File: config.mk
export PLATFORM = sky130hd
export DESIGN_NAME = rprc_alu
export DESIGN_NICKNAME = d
export VERILOG_FILES = /design/src/hw/rtl/random_probe_refcount_node_store_defines.svh /design/src/hw/rtl/rprc_pkg.sv /design/src/hw/rtl/rprc_alu.sv
export SDC_FILE = /design/constraint.sdc
export NUM_CORES = 1
export LEC_CHECK = 0
export ABC_CLOCK_PERIOD_IN_PS = 6980
export BUFFER_PORTS_ARGS = -buffer_cell sky130_fd_sc_hd__buf_2
export CAP_MARGIN = 25
export CORE_ASPECT_RATIO = 0.5
export CORE_MARGIN = 5
export CORE_UTILIZATION = 50
export DETAILED_ROUTE_END_ITERATION = 10
export GPL_ROUTABILITY_DRIVEN = 0
export PLACE_DENSITY = 0.73
export SETUP_SLACK_MARGIN = 0.05
export SLEW_MARGIN = 10
export SYNTH_ARGS = -nofsm -noshare
export SYNTH_HDL_FRONTEND = slang
export SYNTH_SLANG_ARGS = --single-unit
export TNS_END_PERCENT = 10
File: constraint.sdc
create_clock -name vclk -period 6.98
set_clock_uncertainty 0.2 [all_clocks]
set_input_delay 1.396 -clock vclk [all_inputs]
set_output_delay 1.396 -clock vclk [all_outputs]
set_load 0.02 [all_outputs]
File: src/hw/rtl/random_probe_refcount_node_store_defines.svh
// Assertion macros shared by the node store RTL.
`ifndef RANDOM_PROBE_REFCOUNT_NODE_STORE_DEFINES_SVH
`define RANDOM_PROBE_REFCOUNT_NODE_STORE_DEFINES_SVH

// The consequent must hold in the same cycle as the antecedent.
`define RPRC_ASSERT_IMP(lbl, clk, rst_n, ante, cons, msg) \
    lbl: assert property (@(posedge clk) disable iff (!rst_n) (ante) |-> (cons)) \
        else $error(msg);

// The consequent must hold in the cycle after the antecedent.
`define RPRC_ASSERT_NXT(lbl, clk, rst_n, ante, cons, msg) \
    lbl: assert property (@(posedge clk) disable iff (!rst_n) (ante) |=> (cons)) \
        else $error(msg);

`endif

File: src/hw/rtl/rprc_pkg.sv
// Types and constants shared by the node store RTL.
package rprc_pkg;

    localparam int DATA_W      = 32;
    localparam int OPC_W       = 3;
    localparam int SLOT_W      = 10;
    localparam int PROBE_W     = 10;
    localparam int ENTRIES_DEF = 1024;
    localparam int PADDR_W     = 4;

    localparam logic [PROBE_W-1:0] MAX_PROBES_RST = 10'd1000;
    localparam logic [DATA_W-1:0]  SEED_RST       = 32'd1;
    localparam logic [DATA_W-1:0]  ALL_ONES       = '1;

    typedef enum logic [OPC_W-1:0] {
        OP_ALLOC   = 3'd0,
        OP_TAKE    = 3'd1,
        OP_DROP    = 3'd2,
        OP_RD_DATA = 3'd3,
        OP_RD_NEXT = 3'd4,
        OP_WR_NEXT = 3'd5,
        OP_WR_DATA = 3'd6,
        OP_REINIT  = 3'd7
    } t_opcode;

    typedef enum logic [1:0] {
        REG_MAX_PROBES     = 2'd0,
        REG_CLEAR_ON_ALLOC = 2'd1,
        REG_RANDOM_SEED    = 2'd2
    } t_reg_idx;

    typedef enum logic [1:0] {
        ALU_XORSHIFT = 2'd0,
        ALU_SCALE    = 2'd1,
        ALU_INC      = 2'd2,
        ALU_DEC      = 2'd3
    } t_alu_op;

    typedef enum logic [3:0] {
        ST_INIT,
        ST_IDLE,
        ST_DRAW,
        ST_MAP,
        ST_READ,
        ST_CHECK,
        ST_FETCH,
        ST_EXEC,
        ST_REINIT,
        ST_RESP
    } t_state;

endpackage

File: src/hw/rtl/rprc_alu.sv
// Shared arithmetic unit: generator step, slot scaling and tag increment/decrement.
module rprc_alu #(
    parameter int ENTRIES = rprc_pkg::ENTRIES_DEF
) (
    input  rprc_pkg::t_alu_op              i_op,
    input  logic [rprc_pkg::DATA_W-1:0]    i_a,
    output logic [rprc_pkg::DATA_W-1:0]    o_y
);
    localparam int DW     = rprc_pkg::DATA_W;
    localparam int ENT_W  = $clog2(ENTRIES + 1);
    localparam int PROD_W = DW + ENT_W;

    logic [DW-1:0]     s1;
    logic [DW-1:0]     s2;
    logic [DW-1:0]     s3;
    logic [PROD_W-1:0] prod;

    always_comb begin
        // One xorshift32 step.
        s1 = i_a ^ (i_a << 13);
        s2 = s1 ^ (s1 >> 17);
        s3 = s2 ^ (s2 << 5);
        // Upper word of the product maps the draw onto the slot range.
        prod = PROD_W'(i_a) * PROD_W'(ENTRIES);
        unique case (i_op)
            rprc_pkg::ALU_XORSHIFT: o_y = s3;
            rprc_pkg::ALU_SCALE:    o_y = DW'(prod >> DW);
            rprc_pkg::ALU_INC:      o_y = i_a + DW'(1);
            rprc_pkg::ALU_DEC:      o_y = i_a - DW'(1);
            default:                o_y = i_a;
        endcase
    end
endmodule
* Word-level counts from Yosys, hierarchy flattened *
Cells that the tools add are included.

word-level totals
  register bits = 0
  latch bits = 0
  RAM bits = 0
  memory bits (read-only) = 0
  bits of input ports = 34
  word-level logic and storage cells = 10
  memories kept = 0

cells by class
  add/sub/neg operators = 2
  multiply operators = 0
  divide/modulo/power cells = 0
  order comparisons = 0
  eq/ne operators = 3
  shifts and indexed selects = 0
  muxes and demuxes = 1
  bitwise gates (word level) = 3
  reduce and logical (&&, ||, !) cells = 1

operators with widths
  kind                     number
  $pmux W32 S4             1
  $xor A32 B32 Y32         2
  $add A32 B1 Y32 const B  1
  $sub A32 B1 Y32 const B  1
  $xor A32 B15 Y32         1
  $eq A2 B2 Y1 const B     2
  $eq A2 B1 Y1 const B     1
  $logic_not A2 Y1         1

* Depth between registers and ports, before layout *
Gate-level depths: netlist of run 1.

  depth in word-level cells = 4
  depth in mapped cells = 16

* Worst setup path before layout of run 1 *
No wires, ideal clock.

  kind = in2out
  start = input i_op[0]
  end = output o_y[26] (netlist bit)
  arrival time = 4.585 ns
  path slack = 0.799 ns
  stages = 16
  path buffers = 6
  cells stage by stage = buf_4 nand2_1 buf_2 buf_4 buf_2 buf_4 buf_2 xnor2_1 ha_1 nor2_1 a31o_2 a22o_1 a2111oi_0 nor4_1 o21ai_0 mux2i_1

between the ends
  word-level cells in the longest chain between the ends = 2

RTL lines
  item                                  RTL line        source
  start, declared                       rprc_alu.sv:5   input rprc_pkg::t_alu_op i_op,
  $eq A2 B2 Y1 (tied with other cells)  rprc_alu.sv:25  unique case (i_op)
  $pmux W32 S4 *                        rprc_alu.sv:25
  end, declared                         rprc_alu.sv:7   output logic [rprc_pkg::DATA_W-1:0] o_y

Mark *: on every way between the ends. The rest lies on a longest branch, timed or not.

* Worst setup path in the final report of run 1 *
Ends and elaborated chain as after synthesis.

==> flow_metrics.py, run 1 <==
metrics = {
    "run": {
        "maxCapViolations": 0,
    },
    "sta": {
        "setup_viol": 0,
        "fmax_mhz": 173,
        "rsz0062_at_grt": "false",
        "max_slew.worst_pin.slew_ns": 0.961,
        "max_slew_margin": 0.351,
        "holdWs_ns": 3.06,
        "slew_viol_final": 0,
        "hold_viol": 0,
        "worst_slack_ns": 1.19,
        "post-route-min-period_ns": 5.79,
        "min_period_over_period": 0.829,
        "tns_ns": 0,
    },
    "global_route": {
        "grt_overflow": 0,
        "grtUsageTotal": 0.278,
        "grt_pass1_wl_mm": 18.1,
        "antenna_found_initial": 0,
        "grt_max_degree": 51,
        "grt_pass1_vias": 3377,
    },
    "floorplanning": {
        "design.core.area_um2": 6080,
        "dieArea_um2": 8050,
        "fp-row-count": 20,
        "die_y_um": 66.0,
        "initial_core_util": 0.516,
        "die_w_um": 122,
        "ioPinCount": 66,
    },
    "drt": {
        "drtAntennaViolNets": 0,
        "drt_iter0_drc": 517,
        "num_vias": 3911,
        "dr.pass1.iters": 5,
        "wl_per_cell_um": 19.3,
        "drc": 0,
        "vias_per_cell": 6.61,
        "routed_wl_mm": 11.4,
    },
    "pwr": {
        "pwr-share-seq": 0,
        "internal_power_mw": 0.121,
        "vdd_drop_max_uv": 53.3,
        "power_frac_comb": 1.000,
        "power_switching_mw": 0.207,
        "p_sw_frac": 0.630,
        "p_per_area_nw_per_um2": 97.5,
        "p_leak_nw": 1.20,
        "p_clk_frac": 0,
    },
    "synthesis": {
        "yosysSeqAreaShare": 0,
        "synth_cell_types": 71,
        "syn_inst": 485,
        "ys_warn_count": 0,
        "synth_nets": 523,
        "avgSynthCellArea_um2": 6.47,
        "netlist_area_um2": 3140,
    },
    "place": {
        "place_ws_ns": 1.28,
        "dpl.hpwl_mm": 8.63,
        "dpl_cell_area_um2": 3360,
        "port_buffers": 66,
    },
    "critical_path": {
        "crit_chain": "buf_2 > nand2_1 > xnor2_1 > ha_1 > nor2_1 > a31o_2 > a22o_1 > a2111oi_0 > nor4_1 > o21ai_0 > mux2i_1 > buf_2",
        "criticalPathCategory": "in2out",
        "cpPeakStageDelay_ns": 0.63,
        "worstPathArrival_ns": 4.19,
        "path_buf_inv": 2,
        "critPathMostFrequentCell": "buf_2",
        "worst_path_max_delay_cell": "a2111oi_0",
        "path_max_fanout": 7,
        "critPathLaunchType": "input port",
        "critPathTopFamily": "compound AO/OA/AOI/OAI gates",
        "crit_required_ns": 5.38,
        "endpoint_kind": "output pin",
    },
    "run_status": {
        "outcome": "finished clean",
    },
    "worst_hold_path": {
        "hold_class": "in2out",
    },
    "layout": {
        "antenna_cells": 0,
        "design_area_um2": 3360,
        "drive_gt1_frac": 0.185,
        "fillers": 646,
        "clock_buffers": 0,
        "seq_cells": 0,
        "nets": 544,
        "synthToLayoutAreaGrowth_pct": 7.22,
        "utilization": 0.553,
        "regArea_um2": 0,
    },
    "clock_network": {
        "cts_resized": 0,
        "cts_hold_buf": 0,
        "postCtsSetupBuffers": 0,
    },
}
metrics by stage:
stage | total power, mW | instances
floorplan | 0.243 | 485
global placement | 0.320 | 592
detailed placement | 0.321 | 592
CTS | 0.322 | 592
global route | 0.353 | 592
finish | 0.328 | 592
cell usage in the layout, fill, tap and decap left out, types with 3 or more instances in the layout:
| master | netlist | final |
|---|---|---|
| o22ai_1 | 12 | 12 |
| or4_1 | 6 | 6 |
| a211oi_1 | 7 | 7 |
| a31o_2 | 4 | 4 |
| buf_2 | 15 | 66 |
| or3_1 | 9 | 9 |
| nor2_1 | 44 | 44 |
| ha_1 | 4 | 4 |
| mux2i_1 | 7 | 7 |
| o32ai_1 | 5 | 5 |
| inv_1 | 5 | 5 |
| nand4_1 | 7 | 7 |
| o21a_1 | 6 | 6 |
| or2_2 | 5 | 5 |
| xnor2_1 | 60 | 60 |
| o211ai_1 | 3 | 3 |
| buf_4 | 7 | 4 |
| and2_1 | 6 | 6 |
| o311a_1 | 3 | 3 |
| xor2_1 | 37 | 37 |
| nor4bb_1 | 3 | 3 |
| nor4_1 | 12 | 12 |
| nand2_1 | 42 | 42 |
| nand3_1 | 14 | 14 |
| a2bb2oi_1 | 3 | 3 |
| a31oi_1 | 6 | 6 |
| nor3_1 | 14 | 14 |
| o21ai_0 | 31 | 31 |
| a21oi_1 | 30 | 30 |
area by class of cell:
class / instances / area (µm²) / share of cell area
well taps: 88 / 110 / 0.0327
repair buffers: 70 / 360 / 0.107
multi-input cells: 427 / 2870 / 0.852
inverters: 7 / 26.3 / 0.00781
synth_stat cells, drive strengths merged, types with 4 or more instances:
cell type	n	share of area
nand4	7	0.014
o22ai	13	0.028
a31o	4	0.011
o21a	6	0.014
a211oi	8	0.021
xor2	37	0.10
o32ai	5	0.014
clkbuf	24	0.029
or3	9	0.018
or4	7	0.018
inv	6	0.0072
nand2	42	0.050
a31oi	6	0.012
or2	5	0.010
xnor2	60	0.17
mux2i	7	0.022
a21oi	32	0.053
nor4	12	0.024
nand3	14	0.022
and2	7	0.014
ha	4	0.016
nor3	14	0.022
buf	27	0.049
o21ai	31	0.049
nor2	44	0.053
worst paths after layout:
| kind | start | to | slack (ns) | cells after the start |
|---|---|---|---|---|
| setup / recovery | i_op[0] | o_y[26] | 1.19 | 12 |
| hold / removal | i_a[0] | o_y[0] | 3.06 | 3 |
power groups by stage:
stage	Sequential (mW)	Clock [mW]	Combinational, mW
after floorplan	0	0	0.243
after global placement	0	0	0.320
after detailed placement	0	0	0.321
after CTS	0	0	0.322
after global routing	0	0	0.353
final	0	0	0.328
per-layer routing:
metal / track usage / part of all wire / up-vias
met3: 0.0436 / 0.13 / 14
li1: - / - / 1812
met1: 0.435 / 0.45 / 1812
met5: 0 / 0 / -
met4: 0.0433 / 0.011 / 0
met2: 0.395 / 0.41 / 273
logic make-up after synthesis:
| family | share of synthesized area |
|---|---|
| xor+xnor | 0.271 |
| simple gates | 0.287 |
| buf+inv | 0.0862 |
| fa+ha+maj | 0.0160 |
| compound gates | 0.309 |
| mux | 0.0307 |
(Power assumes the default switching activity.)
==> inputs of run 2 (changes only) <==
--- a/config.mk
+++ b/config.mk
@@ -5,7 +5,7 @@
 export SDC_FILE = /design/constraint.sdc
 export NUM_CORES = 1
 export LEC_CHECK = 0
-export ABC_CLOCK_PERIOD_IN_PS = 6980
+export ABC_CLOCK_PERIOD_IN_PS = 5200
 export BUFFER_PORTS_ARGS = -buffer_cell sky130_fd_sc_hd__buf_2
 export CAP_MARGIN = 25
 export CORE_ASPECT_RATIO = 0.5
@@ -13,7 +13,7 @@
 export CORE_UTILIZATION = 50
 export DETAILED_ROUTE_END_ITERATION = 10
 export GPL_ROUTABILITY_DRIVEN = 0
-export PLACE_DENSITY = 0.73
+export PLACE_DENSITY = 0.76
 export SETUP_SLACK_MARGIN = 0.05
 export SLEW_MARGIN = 10
 export SYNTH_ARGS = -nofsm -noshare
==> constraint.sdc (replaced) <==
create_clock -name vclk -period 5.2
set_clock_uncertainty 0.2 [all_clocks]
set_input_delay 1.04 -clock vclk [all_inputs]
set_output_delay 1.04 -clock vclk [all_outputs]
set_load 0.02 [all_outputs]
==> run 2 against run 1 <==
- critical path depth decreased by 1
- global-route usage fell by 0.17 points
- combinational power increased by 36%
- clock-buffer cell count unchanged
- sequential share of layout area is the same
- via count about the same
- power is 36% higher
- wire length increased by 0.55%
- critical path type unchanged
- largest cell class unchanged
- highest routed layer unchanged
==> flow_metrics.py, run 2 (synthesized netlist as in run 1, its figures left out) <==
metrics = {
    "run_status": {
        "outcome": "finished clean",
    },
    "pwr": {
        "p_per_area_nw_per_um2": 129,
        "power_switching_mw": 0.279,
        "p_clk_frac": 0,
        "p_leak_nw": 1.25,
        "pwr-share-seq": 0,
        "vdd_drop_max_uv": 92.8,
        "internal_power_mw": 0.168,
        "total_power_mw": 0.447,
        "p_sw_frac": 0.623,
        "power_frac_comb": 1.000,
    },
    "critical_path": {
        "worstPathArrival_ns": 3.54,
        "endpoint_kind": "output pin",
        "critPathLaunchType": "input port",
        "critPathLaunch": "i_a[1]",
        "crit_required_ns": 3.96,
        "path_max_fanout": 9,
        "criticalPathCategory": "in2out",
        "endpoint": "o_y[30]",
    },
    "worst_hold_path": {
        "hold_class": "in2out",
        "min_path_cells": 3,
    },
    "layout": {
        "antenna_cells": 0,
        "synthToLayoutAreaGrowth_pct": 10.2,
        "utilization": 0.569,
        "regArea_um2": 0,
        "layout.cells.most_common": "buf_2",
        "nets": 553,
        "drive_gt1_frac": 0.212,
        "layout_common_cells": "66 x buf_2, 60 x xnor2_1, 44 x nor2_1, 41 x nand2_1, 37 x xor2_1",
        "instances_no_fill": 601,
        "fillers": 616,
        "clock_buffers": 0,
        "seq_cells": 0,
        "design_area_um2": 3460,
    },
    "sta": {
        "worst_slack_ns": 0.424,
        "hold_viol": 0,
        "max_slew.worst_pin.slew_ns": 0.774,
        "post-route-min-period_ns": 4.78,
        "min_period_over_period": 0.919,
        "tns_ns": 0,
        "fmax_mhz": 209,
        "slew_viol_final": 0,
        "setup_viol": 0,
        "rsz0062_at_grt": "false",
        "max_slew_margin": 0.482,
        "holdWs_ns": 2.35,
    },
    "clock_network": {
        "cts_resized": 0,
        "cts_hold_buf": 0,
        "postCtsSetupBuffers": 0,
    },
    "floorplanning": {
        "initial_core_util": 0.516,
        "design.core.area_um2": 6080,
        "dieArea_um2": 8050,
        "die_y_um": 66.0,
        "die_w_um": 122,
        "fp-row-count": 20,
        "ioPinCount": 66,
    },
    "global_route": {
        "grt_overflow": 0,
        "grt_pass1_wl_mm": 17.9,
        "grt_pass1_vias": 3353,
        "grt_max_degree": 48,
        "antenna_found_initial": 0,
        "grtUsageTotal": 0.276,
    },
    "place": {
        "dpl_cell_area_um2": 3460,
        "dpl.hpwl_mm": 8.86,
        "port_buffers": 66,
        "place_ws_ns": 0.467,
        "place_inst": 601,
    },
    "drt": {
        "drt_iter0_drc": 509,
        "dr.pass1.iters": 5,
        "drtAntennaViolNets": 0,
        "wl_per_cell_um": 19.1,
        "vias_per_cell": 6.51,
        "drc": 0,
        "routed_wl_mm": 11.5,
        "num_vias": 3914,
    },
    "run": {
        "maxCapViolations": 0,
    },
}
run 2: changes by cell type in the layout (fill, tap and decap cells not counted), sizes merged:
cell,change
buf,+9
run 2: final cells by class:
class / count / area [µm²] / share of cell area
multi-input cells: 427 / 2890 / 0.837
repair buffers: 79 / 428 / 0.124
well taps: 88 / 110 / 0.0318
inverters: 7 / 26.3 / 0.00760
run 2: routing by layer:
| metal | GRT usage | vias to the layer above | part of all wire |
|---|---|---|---|
| met3 | 0.0803 | 12 | 0.15 |
| met2 | 0.416 | 260 | 0.41 |
| met5 | 0 | - | 0 |
| li1 | - | 1835 | - |
| met1 | 0.398 | 1807 | 0.43 |
| met4 | 0.0307 | 0 | 0.0097 |
run 2: worst min-delay path by stage:
| stage | start | end |
|---|---|---|
| floorplan | i_a[23] | o_y[1] |
| global route | i_a[0] | o_y[0] |
| detailed placement | i_a[0] | o_y[0] |
| finish | i_a[0] | o_y[0] |
| global placement | i_a[0] | o_y[0] |
| CTS | i_a[0] | o_y[0] |
run 2: power by group through the flow:
stage	sequential, mW	combinational, mW	clock [mW]
finish	0	0.447	0
global route	0	0.482	0
CTS	0	0.439	0
detailed placement	0	0.438	0
global placement	0	0.436	0
floorplan	0	0.330	0
run 2: worst max-delay path, cell delays in order:
cell and delay, ns:
buf_2 0.21, xnor2_1 0.15, ha_2 0.22, nor2_1 0.06, a31o_2 0.27, a22o_1 0.31, or3_4 0.43, a211oi_2 0.32
o31ai_1 0.11, a32o_2 0.26, buf_2 0.15
==> inputs of run 3 (changes only) <==
--- a/config.mk
+++ b/config.mk
@@ -8,12 +8,14 @@
 export ABC_CLOCK_PERIOD_IN_PS = 5200
 export BUFFER_PORTS_ARGS = -buffer_cell sky130_fd_sc_hd__buf_2
 export CAP_MARGIN = 25
+export CELL_PAD_IN_SITES_DETAIL_PLACEMENT = 1
+export CELL_PAD_IN_SITES_GLOBAL_PLACEMENT = 1
 export CORE_ASPECT_RATIO = 0.5
 export CORE_MARGIN = 5
-export CORE_UTILIZATION = 50
+export CORE_UTILIZATION = 37
 export DETAILED_ROUTE_END_ITERATION = 10
 export GPL_ROUTABILITY_DRIVEN = 0
-export PLACE_DENSITY = 0.76
+export PLACE_DENSITY_LB_ADDON = 0.1
 export SETUP_SLACK_MARGIN = 0.05
 export SLEW_MARGIN = 10
 export SYNTH_ARGS = -nofsm -noshare
==> run 3 against run 2 <==
- non-clock buffer count up 8
- sequential cell count unchanged
- via count up 0.10%
- first-iteration DRC count down 28%
- global-route usage down 2.4 points
- worst hold slack better by 0.040 ns
- clock-buffer cell count unchanged
- cell area up 2.9%
- cell count up 5.3%
- power up 4.4%
- die area up 31%
- critical endpoint is now o_y[31]
==> flow_metrics.py, run 3 (synthesized netlist as in run 1, its figures left out) <==
metrics = {
    "pwr": {
        "pwr-share-seq": 0,
        "power_switching_mw": 0.294,
        "power_frac_comb": 1.000,
        "p_per_area_nw_per_um2": 131,
        "vdd_drop_max_uv": 56.8,
        "p_sw_frac": 0.630,
        "p_clk_frac": 0,
        "total_power_mw": 0.467,
        "p_leak_nw": 1.29,
        "internal_power_mw": 0.173,
    },
    "run": {
        "maxCapViolations": 0,
    },
    "layout": {
        "layout_common_cells": "67 x buf_2, 60 x xnor2_1, 44 x nor2_1, 41 x nand2_1, 37 x xor2_1",
        "layout.cells.most_common": "buf_2",
        "clock_buffers": 0,
        "synthToLayoutAreaGrowth_pct": 13.4,
        "regArea_um2": 0,
        "antenna_cells": 0,
        "seq_cells": 0,
        "nets": 561,
        "drive_gt1_frac": 0.225,
    },
    "critical_path": {
        "crit_chain": "buf_2 > nand2_2 > buf_12 > inv_2 > buf_4 > buf_4 > nor3_1 > a31oi_1 > o31ai_2 > and4b_1 > nor3_1 > o32ai_1 > buf_2",
        "cpPeakStageDelay_ns": 0.45,
        "critPathLaunchType": "input port",
        "crit_required_ns": 3.96,
        "endpoint": "o_y[31]",
        "worstPathArrival_ns": 3.58,
        "path_buf_inv": 6,
        "path_depth": 13,
        "critPathLaunch": "i_op[0]",
        "criticalPathCategory": "in2out",
        "critPathTopFamily": "buffers and inverters",
        "path_max_fanout": 18,
        "worst_path_max_delay_cell": "o31ai_2",
        "endpoint_kind": "output pin",
    },
    "floorplanning": {
        "dieArea_um2": 10500,
        "fp-row-count": 23,
        "die_y_um": 75.1,
        "die_w_um": 140,
        "initial_core_util": 0.387,
        "design.core.area_um2": 8120,
        "ioPinCount": 66,
    },
    "place": {
        "port_buffers": 66,
        "dpl.hpwl_mm": 10.9,
    },
    "drt": {
        "routed_wl_mm": 13.7,
        "num_vias": 3918,
        "drtAntennaViolNets": 0,
        "dr.pass1.iters": 5,
        "drc": 0,
        "vias_per_cell": 6.19,
        "drt_iter0_drc": 367,
        "wl_per_cell_um": 21.6,
    },
    "clock_network": {
        "cts_resized": 0,
        "postCtsSetupBuffers": 0,
        "cts_hold_buf": 0,
    },
    "sta": {
        "tns_ns": 0,
        "hold_viol": 0,
        "max_slew_margin": 0.564,
        "post-route-min-period_ns": 4.82,
        "max_slew.worst_pin.slew_ns": 0.647,
        "fmax_mhz": 208,
        "rsz0062_at_grt": "false",
        "min_period_over_period": 0.926,
        "setup_viol": 0,
        "slew_viol_final": 0,
    },
    "global_route": {
        "grt_pass1_vias": 3566,
        "grt_overflow": 0,
        "grt_pass1_wl_mm": 21.1,
        "grtUsageTotal": 0.252,
        "antenna_found_initial": 0,
        "grt_max_degree": 38,
    },
    "worst_hold_path": {
        "hold_class": "in2out",
    },
    "run_status": {
        "outcome": "finished clean",
    },
}
## run 3: cell types whose count changed in the layout (fill, tap and decap cells not counted)
cell	before	now
buf_2	66	67
buf_4	13	19
buf_12	0	1
## run 3: area by class of cell
type / count / area [µm²]
Fill cell: 1145 / 4560
Multi-Input combinational cell: 427 / 2890
Timing Repair Buffer: 87 / 498
Tap cell: 112 / 140
Inverter: 7 / 26.3
## run 3: worst min path at each step
stage,start,end,slack (ns),depth (start not counted)
after floorplan,i_a[23],o_y[1],2.16,3
after global placement,i_a[0],o_y[0],2.38,3
after detailed placement,i_a[0],o_y[0],2.38,3
after CTS,i_a[0],o_y[0],2.38,3
after global routing,i_a[0],o_y[0],2.41,3
final,i_a[29],o_y[7],2.39,4
## run 3: per-layer routing
metal | routed length [µm] | global-route usage | up-vias
met5 | 0 | 0 | -
met1 | 7110 | 0.407 | 1917
met4 | 63 | 0.0129 | 0
met3 | 940 | 0.0102 | 7
met2 | 5590 | 0.382 | 148
li1 | - | - | 1846
## run 3: power groups by stage
stage | Clock [mW] | Combinational, mW | Sequential [mW]
after floorplan | 0 | 0.330 | 0
after global placement | 0 | 0.459 | 0
after detailed placement | 0 | 0.461 | 0
after CTS | 0 | 0.463 | 0
after global routing | 0 | 0.501 | 0
final | 0 | 0.467 | 0
## run 3: tightest hold or removal path, stage by stage
cell and delay (ns):
buf_2 0.14, a21oi_1 0.08, o21ai_0 0.12, buf_2 0.16
## run 3: per-stage QoR
stage / utilization / worst slack [ns] / hold slack [ns] / instance area [µm²] / cells
6_report: 0.438 / 0.384 / 2.39 / 3560 / 633
4_1_cts: 0.438 / 0.403 / 2.38 / 3560 / 633
3_5_place_dp: 0.438 / 0.410 / 2.38 / 3560 / 633
5_1_grt: 0.438 / 0.246 / 2.41 / 3560 / 633
3_3_place_gp: 0.438 / 0.388 / 2.38 / 3550 / 632
2_1_floorplan: - / 0.0510 / 2.16 / 3170 / 485
